==> src/hdl/ivm_pkg.sv <==
// Shared types and codes for the interval value map.
`timescale 1ns / 1ps
package ivm_pkg;

  // request kinds on in_tuser
  localparam logic REQ_ASSIGN = 1'b0;
  localparam logic REQ_LOOKUP = 1'b1;

  // result status codes on out_tuser
  localparam logic [1:0] STAT_LOOKUP = 2'd0;
  localparam logic [1:0] STAT_ASSIGN = 2'd1;
  localparam logic [1:0] STAT_EMPTY  = 2'd2;
  localparam logic [1:0] STAT_FULL   = 2'd3;

  // sequencer states, one-hot
  typedef enum logic [7:0] {
    ST_IDLE    = 8'b0000_0001,
    ST_VSCAN   = 8'b0000_0010,
    ST_BLO     = 8'b0000_0100,
    ST_PLACE_B = 8'b0000_1000,
    ST_PLACE_E = 8'b0001_0000,
    ST_BHI     = 8'b0010_0000,
    ST_FIN     = 8'b0100_0000,
    ST_DONE    = 8'b1000_0000
  } st_t;

endpackage

==> src/hdl/interval_value_map.sv <==
// Interval value map top level: request sequencer over a breakpoint table.
//
// channel | direction | contents
// in_     | slave     | tuser req_type; tdata key_begin, key_end, new_value, lookup_key
// out_    | master    | tuser status; tdata read_value
// cfg_    | slave     | cfg_data initial_value, always ready
//
// Lookup: a value scan over the stored breakpoints. Assign: a value scan for the value
// at key_end, then a rebuild pass into the spare bank, both paced by the single read
// port of the table (one entry per cycle). An empty range goes straight to the result.
// Reset empties the table; no clearing pass is needed. in_tready is low from acceptance
// until the result is loaded into the output register; a stalled output holds the
// sequencer in its last state.
`timescale 1ns / 1ps
module interval_value_map
  import ivm_pkg::*;
#(
  parameter int ENTRIES     = 32,
  parameter int KEY_WIDTH   = 16,
  parameter int VALUE_WIDTH = 8,
  localparam int IN_DW  = ((3 * KEY_WIDTH + VALUE_WIDTH + 7) / 8) * 8,
  localparam int OUT_DW = ((VALUE_WIDTH + 7) / 8) * 8
) (
  input  logic                   clk,
  input  logic                   rst_n,
  input  logic                   in_tvalid,
  output logic                   in_tready,
  input  logic                   in_tuser,  // [0] req_type
  // key_begin, key_end, new_value, lookup_key from bit 0 up
  input  logic [IN_DW-1:0]       in_tdata,
  output logic                   out_tvalid,
  input  logic                   out_tready,
  output logic [1:0]             out_tuser, // [1:0] status
  output logic [OUT_DW-1:0]      out_tdata, // read_value
  input  logic                   cfg_valid,
  output logic                   cfg_ready,
  input  logic [VALUE_WIDTH-1:0] cfg_data   // initial_value
);

  localparam int KW = KEY_WIDTH;
  localparam int VW = VALUE_WIDTH;
  localparam int IW = $clog2(ENTRIES);
  localparam int CW = $clog2(ENTRIES + 1);
  localparam int MW = $clog2(ENTRIES + 3);

  st_t            st_r, st_nxt;
  logic [VW-1:0]  init_r;
  logic [CW-1:0]  count_r, count_nxt;
  logic [CW-1:0]  rd_idx_r, rd_idx_nxt;
  logic           dv_r, dv_nxt;
  logic [CW-1:0]  dv_idx_r, dv_idx_nxt;
  logic           type_r;
  logic [KW-1:0]  kb_r, ke_r, lk_r;
  logic [VW-1:0]  nv_r;
  logic [VW-1:0]  acc_r, acc_nxt;
  logic [VW-1:0]  prev_r, prev_nxt;
  logic [MW-1:0]  m_r, m_nxt;
  logic [VW-1:0]  res_val_r, res_val_nxt;
  logic [1:0]     res_stat_r, res_stat_nxt;
  logic           out_valid_r;
  logic [VW-1:0]  out_val_r;
  logic [1:0]     out_stat_r;

  logic           rd_en, wr_en, swap;
  logic [KW-1:0]  rd_key, wr_key, scan_key;
  logic [VW-1:0]  rd_val, wr_val;
  logic           emit;
  logic [KW-1:0]  emit_key;
  logic [VW-1:0]  emit_val;
  logic           in_xfer, scan_end;
  logic [KW-1:0]  in_kb, in_ke, in_lk;
  logic [VW-1:0]  in_nv;

  assign in_kb = in_tdata[KW-1:0];
  assign in_ke = in_tdata[2*KW-1:KW];
  assign in_nv = in_tdata[2*KW+VW-1:2*KW];
  assign in_lk = in_tdata[3*KW+VW-1:2*KW+VW];

  assign in_tready  = (st_r == ST_IDLE);
  assign in_xfer    = in_tvalid && in_tready;
  assign cfg_ready  = 1'b1;
  assign out_tvalid = out_valid_r;
  assign out_tuser  = out_stat_r;
  assign out_tdata  = OUT_DW'(out_val_r);
  assign scan_key   = (type_r == REQ_LOOKUP) ? lk_r : ke_r;
  assign scan_end   = !dv_r && (rd_idx_r == count_r);

  ivm_table #(
    .ENTRIES    (ENTRIES),
    .KEY_WIDTH  (KW),
    .VALUE_WIDTH(VW)
  ) u_table (
    .clk   (clk),
    .rst_n (rst_n),
    .rd_en (rd_en),
    .rd_idx(rd_idx_r[IW-1:0]),
    .wr_en (wr_en),
    .wr_idx(m_r[IW-1:0]),
    .wr_key(wr_key),
    .wr_val(wr_val),
    .swap  (swap),
    .rd_key(rd_key),
    .rd_val(rd_val)
  );

  // merge filter on the rebuilt list: drop entries repeating the value below or past the table
  assign wr_key = emit_key;
  assign wr_val = emit_val;
  assign wr_en  = emit && (emit_val != prev_r) && (m_r < MW'(ENTRIES));

  // sequencer
  always_comb begin
    st_nxt       = st_r;
    count_nxt    = count_r;
    rd_idx_nxt   = rd_idx_r;
    dv_nxt       = 1'b0;
    dv_idx_nxt   = dv_idx_r;
    acc_nxt      = acc_r;
    prev_nxt     = prev_r;
    m_nxt        = m_r;
    res_val_nxt  = res_val_r;
    res_stat_nxt = res_stat_r;
    rd_en        = 1'b0;
    swap         = 1'b0;
    emit         = 1'b0;
    emit_key     = rd_key;
    emit_val     = rd_val;

    // pipelined read issue during scans
    if ((st_r == ST_VSCAN || st_r == ST_BLO || st_r == ST_BHI) && rd_idx_r < count_r) begin
      rd_en      = 1'b1;
      rd_idx_nxt = rd_idx_r + CW'(1);
      dv_nxt     = 1'b1;
      dv_idx_nxt = rd_idx_r;
    end

    unique case (st_r)
      ST_IDLE: begin
        if (in_xfer) begin
          rd_idx_nxt = '0;
          acc_nxt    = init_r;
          if (in_tuser == REQ_ASSIGN && !($signed(in_kb) < $signed(in_ke))) begin
            res_val_nxt  = '0;
            res_stat_nxt = STAT_EMPTY;
            st_nxt       = ST_DONE;
          end else begin
            st_nxt = ST_VSCAN;
          end
        end
      end
      ST_VSCAN: begin
        // last breakpoint at or below the key wins
        if (dv_r && $signed(rd_key) <= $signed(scan_key)) begin
          acc_nxt = rd_val;
        end
        if (scan_end) begin
          if (type_r == REQ_LOOKUP) begin
            res_val_nxt  = acc_r;
            res_stat_nxt = STAT_LOOKUP;
            st_nxt       = ST_DONE;
          end else begin
            rd_idx_nxt = '0;
            prev_nxt   = init_r;
            m_nxt      = '0;
            st_nxt     = ST_BLO;
          end
        end
      end
      ST_BLO: begin
        // copy breakpoints below key_begin
        if (dv_r) begin
          if ($signed(rd_key) < $signed(kb_r)) begin
            emit = 1'b1;
          end else begin
            rd_idx_nxt = dv_idx_r;
            dv_nxt     = 1'b0;
            rd_en      = 1'b0;
            st_nxt     = ST_PLACE_B;
          end
        end else if (scan_end) begin
          st_nxt = ST_PLACE_B;
        end
      end
      ST_PLACE_B: begin
        emit     = 1'b1;
        emit_key = kb_r;
        emit_val = nv_r;
        st_nxt   = ST_PLACE_E;
      end
      ST_PLACE_E: begin
        emit     = 1'b1;
        emit_key = ke_r;
        emit_val = acc_r;
        st_nxt   = ST_BHI;
      end
      ST_BHI: begin
        // copy breakpoints above key_end
        if (dv_r && $signed(rd_key) > $signed(ke_r)) begin
          emit = 1'b1;
        end
        if (scan_end) begin
          st_nxt = ST_FIN;
        end
      end
      ST_FIN: begin
        res_val_nxt = '0;
        if (m_r > MW'(ENTRIES)) begin
          res_stat_nxt = STAT_FULL;
        end else begin
          swap         = 1'b1;
          count_nxt    = CW'(m_r);
          res_stat_nxt = STAT_ASSIGN;
        end
        st_nxt = ST_DONE;
      end
      ST_DONE: begin
        if (!out_valid_r || out_tready) begin
          st_nxt = ST_IDLE;
        end
      end
      default: begin
        st_nxt = ST_IDLE;
      end
    endcase

    if (emit && emit_val != prev_r) begin
      m_nxt    = m_r + MW'(1);
      prev_nxt = emit_val;
    end
  end

  // control state
  always_ff @(posedge clk) begin
    if (!rst_n) begin
      st_r        <= ST_IDLE;
      count_r     <= '0;
      dv_r        <= 1'b0;
      init_r      <= '0;
      out_valid_r <= 1'b0;
    end else begin
      st_r    <= st_nxt;
      count_r <= count_nxt;
      dv_r    <= dv_nxt;
      if (cfg_valid && cfg_ready) begin
        init_r <= cfg_data;
      end
      if (st_r == ST_DONE && (!out_valid_r || out_tready)) begin
        out_valid_r <= 1'b1;
      end else if (out_tready) begin
        out_valid_r <= 1'b0;
      end
    end
  end

  // working and payload registers
  always_ff @(posedge clk) begin
    rd_idx_r   <= rd_idx_nxt;
    dv_idx_r   <= dv_idx_nxt;
    acc_r      <= acc_nxt;
    prev_r     <= prev_nxt;
    m_r        <= m_nxt;
    res_val_r  <= res_val_nxt;
    res_stat_r <= res_stat_nxt;
    if (in_xfer) begin
      type_r <= in_tuser;
      kb_r   <= in_kb;
      ke_r   <= in_ke;
      nv_r   <= in_nv;
      lk_r   <= in_lk;
    end
    if (st_r == ST_DONE && (!out_valid_r || out_tready)) begin
      out_val_r  <= res_val_r;
      out_stat_r <= res_stat_r;
    end
  end

  // checks
  a_count_range: assert property (@(posedge clk) disable iff (!rst_n)
    count_r <= CW'(ENTRIES))
    else $error("breakpoint count above table size");

  a_busy_after_xfer: assert property (@(posedge clk) disable iff (!rst_n)
    in_xfer |=> !in_tready)
    else $error("new request taken while one is in progress");

  a_reject_keeps: assert property (@(posedge clk) disable iff (!rst_n)
    (st_r == ST_FIN && m_r > MW'(ENTRIES)) |=> $stable(count_r))
    else $error("rejected assign changed the table");

endmodule

==> src/hdl/ivm_table.sv <==
// Ping-pong breakpoint memory: read the live bank, rebuild into the spare bank.
`timescale 1ns / 1ps
module ivm_table #(
  parameter int ENTRIES     = 32,
  parameter int KEY_WIDTH   = 16,
  parameter int VALUE_WIDTH = 8,
  localparam int IW = $clog2(ENTRIES)
) (
  input  logic                   clk,
  input  logic                   rst_n,
  input  logic                   rd_en,
  input  logic [IW-1:0]          rd_idx,
  input  logic                   wr_en,
  input  logic [IW-1:0]          wr_idx,
  input  logic [KEY_WIDTH-1:0]   wr_key,
  input  logic [VALUE_WIDTH-1:0] wr_val,
  input  logic                   swap,
  output logic [KEY_WIDTH-1:0]   rd_key,
  output logic [VALUE_WIDTH-1:0] rd_val
);

  localparam int DEPTH = 2 << IW;

  logic [KEY_WIDTH-1:0]   mem_key [DEPTH];
  logic [VALUE_WIDTH-1:0] mem_val [DEPTH];
  logic                   bank_r;

  // live bank select
  always_ff @(posedge clk) begin
    if (!rst_n) begin
      bank_r <= 1'b0;
    end else if (swap) begin
      bank_r <= ~bank_r;
    end
  end

  // spare bank write
  always_ff @(posedge clk) begin
    if (wr_en) begin
      mem_key[{~bank_r, wr_idx}] <= wr_key;
      mem_val[{~bank_r, wr_idx}] <= wr_val;
    end
  end

  // live bank registered read
  always_ff @(posedge clk) begin
    if (rd_en) begin
      rd_key <= mem_key[{bank_r, rd_idx}];
      rd_val <= mem_val[{bank_r, rd_idx}];
    end
  end

endmodule

==> config.mk <==
export PLATFORM = sky130hd
export DESIGN_NAME = interval_value_map
export DESIGN_NICKNAME = d
export VERILOG_FILES = /design/src/hdl/ivm_pkg.sv /design/src/hdl/interval_value_map.sv /design/src/hdl/ivm_table.sv
export SDC_FILE = /design/constraint.sdc
export NUM_CORES = 2
export LEC_CHECK = 0
export BUFFER_PORTS_ARGS = -buffer_cell sky130_fd_sc_hd__buf_4
export CORE_MARGIN = 8
export CORE_UTILIZATION = 45
export DETAILED_ROUTE_END_ITERATION = 16
export PLACE_DENSITY = 0.71
export SLEW_MARGIN = 20
export SYNTH_ARGS = -nofsm -noshare
export SYNTH_HDL_FRONTEND = slang
export SYNTH_SLANG_ARGS = --single-unit
==> constraint.sdc <==
create_clock -name clk -period 12.1 [get_ports clk]
set_clock_uncertainty 0.1 [all_clocks]
set_input_delay 2.42 -clock clk [delete_from_list [all_inputs] [get_ports clk]]
set_output_delay 2.42 -clock clk [all_outputs]
set_load 0.02 [all_outputs]
==> out/results.txt <==
Status - finished, final reports clean
Design area - 76800 sq um
Peak supply drop - 147 uV
Pleak - 23.3 nW
Total core area - 150000 sq um
CTS tree - built
Final min period - 5.40 ns
PwrDens - 156 nW/um^2
Max-Slew Margin vs Limit - 22.9%
XOR/XNOR Fraction of Synth Area - 0.246%
CP Capture Type - register
FFs w/ async S/R, synth - 0%
Multiplexer area fraction after synthesis - 13.7%
Worst Setup EP - u_table.rd_key[15]
Synth Area in Adders - 1.31%
Largest family of logic cells by synthesized area - multiplexers
Yosys warns - 0
R2r endpoint - u_table.rd_key[15]
Final Hold Viols - 0
Io pins - 83
Resize count post-CTS - 0
Slew @ Worst Pin - 1.16 ns
Layout cell share with drive strength beyond 1 - 21.7%
Final std cells w/o fill - 5996
Chip Width - 404 microns
Largest net degree at the start of global routing - 149
Worst R2R Setup Slack - 6.70 ns
Area delta synth->final - 13.5%
Seq/Total Area, Yosys - 74.8%
Die Y - 404 microns
Post-DP Area - 71400 sq um
Synth Area in Simple Gates - 2.76%
Remaining global-route overflow - 0
Setup Total Neg Slack - 0 ns
Crit path from - rd_idx_r[1]
Total Routed Length - 180000 microns
Pre-CTS setup slack - 6.78 ns
Synthesized area - 67700 sq um
Mapped Cells - 3686
Clock latency on the worst-skew pair - 0.81 ns
First-pass GRT wire length - 257000 microns
Hold Path Class - register to register
CTS root buf - clkbuf_16
# clock sinks - 1696
Worst min-delay path startpoint - res_val_r[4]
R2r startpoint - rd_idx_r[1]
Per-cell routed wire length - 30.0 microns
Initial DRC count - 5098
Via Count - 36700
Fmax - 0.185 GHz
CTS Buf Count - 167
Synth Net Count - 3827
Post-synthesis compound-gate area fraction - 5.59%
Initial core utilization - 45.2%
Most frequent cells in the layout - edfxtp_1, mux2i_1, mux4_2
Worst r2r path cells - 8
Nets@finish - 3979
RSZ-0062 raised after global routing - false
Crit Path Max Fanout - 144
Maxcap violations - 0
Vias per Instance - 6.12
Kind of critical path - register to register
Initial antenna violation count - 5
DRT antenna net count - 0
CP Data Arrival Time - 5.85 ns
Drt pass-1 iters - 6
Dominant synthesized flop cell - edfxtp_1
Postcts setup bufs - 0
Level count of the clock H-tree - 4
CTS Buffer Depth - 3
Syn avg cell area - 18.4 sq um
EDFF count, synth - 1665
Vias in the first global route - 35000
Worst-path clk slew - 0.06 ns
Power, Total - 12.0 mW
Post-CTS Hold Fix Bufs - 0
PortBufs - 81
Residual DRC - 0
Period utilisation layout - 44.6%
Die area - 163000 sq um
DP Wirelength - 112000 microns
Most common cell after layout, fill and taps aside - edfxtp_1
# rows - 142
Placer Congestion - 0.952
Setup ws final - 6.70 ns
Gr usage total - 21.5%
Register bit total from synthesis - 1696
Post-layout util - 51.3%
WHS - 0.317 ns
CP Data Required Time - 12.55 ns
Post-placement cell count - 5684
# setup viols final - 0
CP startpoint kind - register
Max Slew Vio Count - 0
Synth unique cells - 68
-- sequential cells by signal, indices dropped and copies added, names as in the netlist, 16 cells and up --
| signal | count |
|---|---|
| u_table.rd_key | 16 |
| lk_r | 16 |
| ke_r | 16 |
| u_table.mem_val | 512 |
| u_table.mem_key | 1024 |
| kb_r | 16 |
-- cells in the mapped netlist, types with 19 or more instances --
master / instances / share of area, %
ha_1: 71 / 1.3
o22ai_1: 99 / 0.92
mux4_2: 216 / 7.2
buf_2: 34 / 0.25
o21ai_0: 116 / 0.86
nand2_1: 168 / 0.93
o221ai_1: 96 / 1.2
nor2_1: 38 / 0.21
inv_1: 63 / 0.35
a21oi_1: 216 / 1.6
dfxtp_1: 31 / 0.92
buf_1: 36 / 0.20
edfxtp_1: 1665 / 74
mux2_2: 106 / 1.8
mux2i_1: 313 / 4.6
nor3_1: 65 / 0.48
nor2b_1: 19 / 0.18
clkbuf_1: 126 / 0.70
-- final cells by class --
type                    count  area (sq um)
inverters                  63           236
diodes                      6          15.0
clock buffers             201          4370
repair buffers            183          1460
multi-input cells        1727         16600
fillers                 11800         72800
well taps                2016          2520
clock inverters           104           981
flip-flops and latches   1696         50600
-- worst max-delay path: stages, from the launching register on --
cell and delay [ns]:
dfxtp_4 0.81, buf_4 0.72, buf_4 0.70, nand2b_4 0.64, buf_12 0.49, o21ai_0 0.43
o22ai_1 0.25, a21oi_1 0.14, mux4_2 0.52
-- how the worst min path moves through the flow --
stage,endpoint,slack (ns),cells after the start
after floorplan,out_tdata[0],0.30,0
after global placement,out_tdata[5],0.30,0
after detailed placement,out_tdata[4],0.30,0
after CTS,out_tdata[4],0.32,0
after global routing,out_tdata[4],0.33,0
final,out_tdata[4],0.32,0
-- layer usage --
layer | vias to the layer above | track usage (%) | share of wire (%)
met3 | 373 | 5.06 | 11
li1 | 15300 | - | -
met2 | 2185 | 31.6 | 44
met5 | - | 0 | 0.019
met1 | 18900 | 30.5 | 40
met4 | 4 | 10.0 | 5.0
-- cell families after synthesis --
group	after synthesis
AO/OA/AOI/OAI	610
XOR/XNOR	19
adder cells (fa/ha/maj)	71
buffers and inverters	263
flip-flops	1696
multiplexers	643
other	1
AND/OR/NAND/NOR	383
-- report_power, final --
part | switching, mW | internal [mW]
sequential | 0.0635 | 6.48
clock | 2.21 | 2.85
combinational | 0.229 | 0.130
total | 2.50 | 9.46
Power figures use the tool's default switching activity.
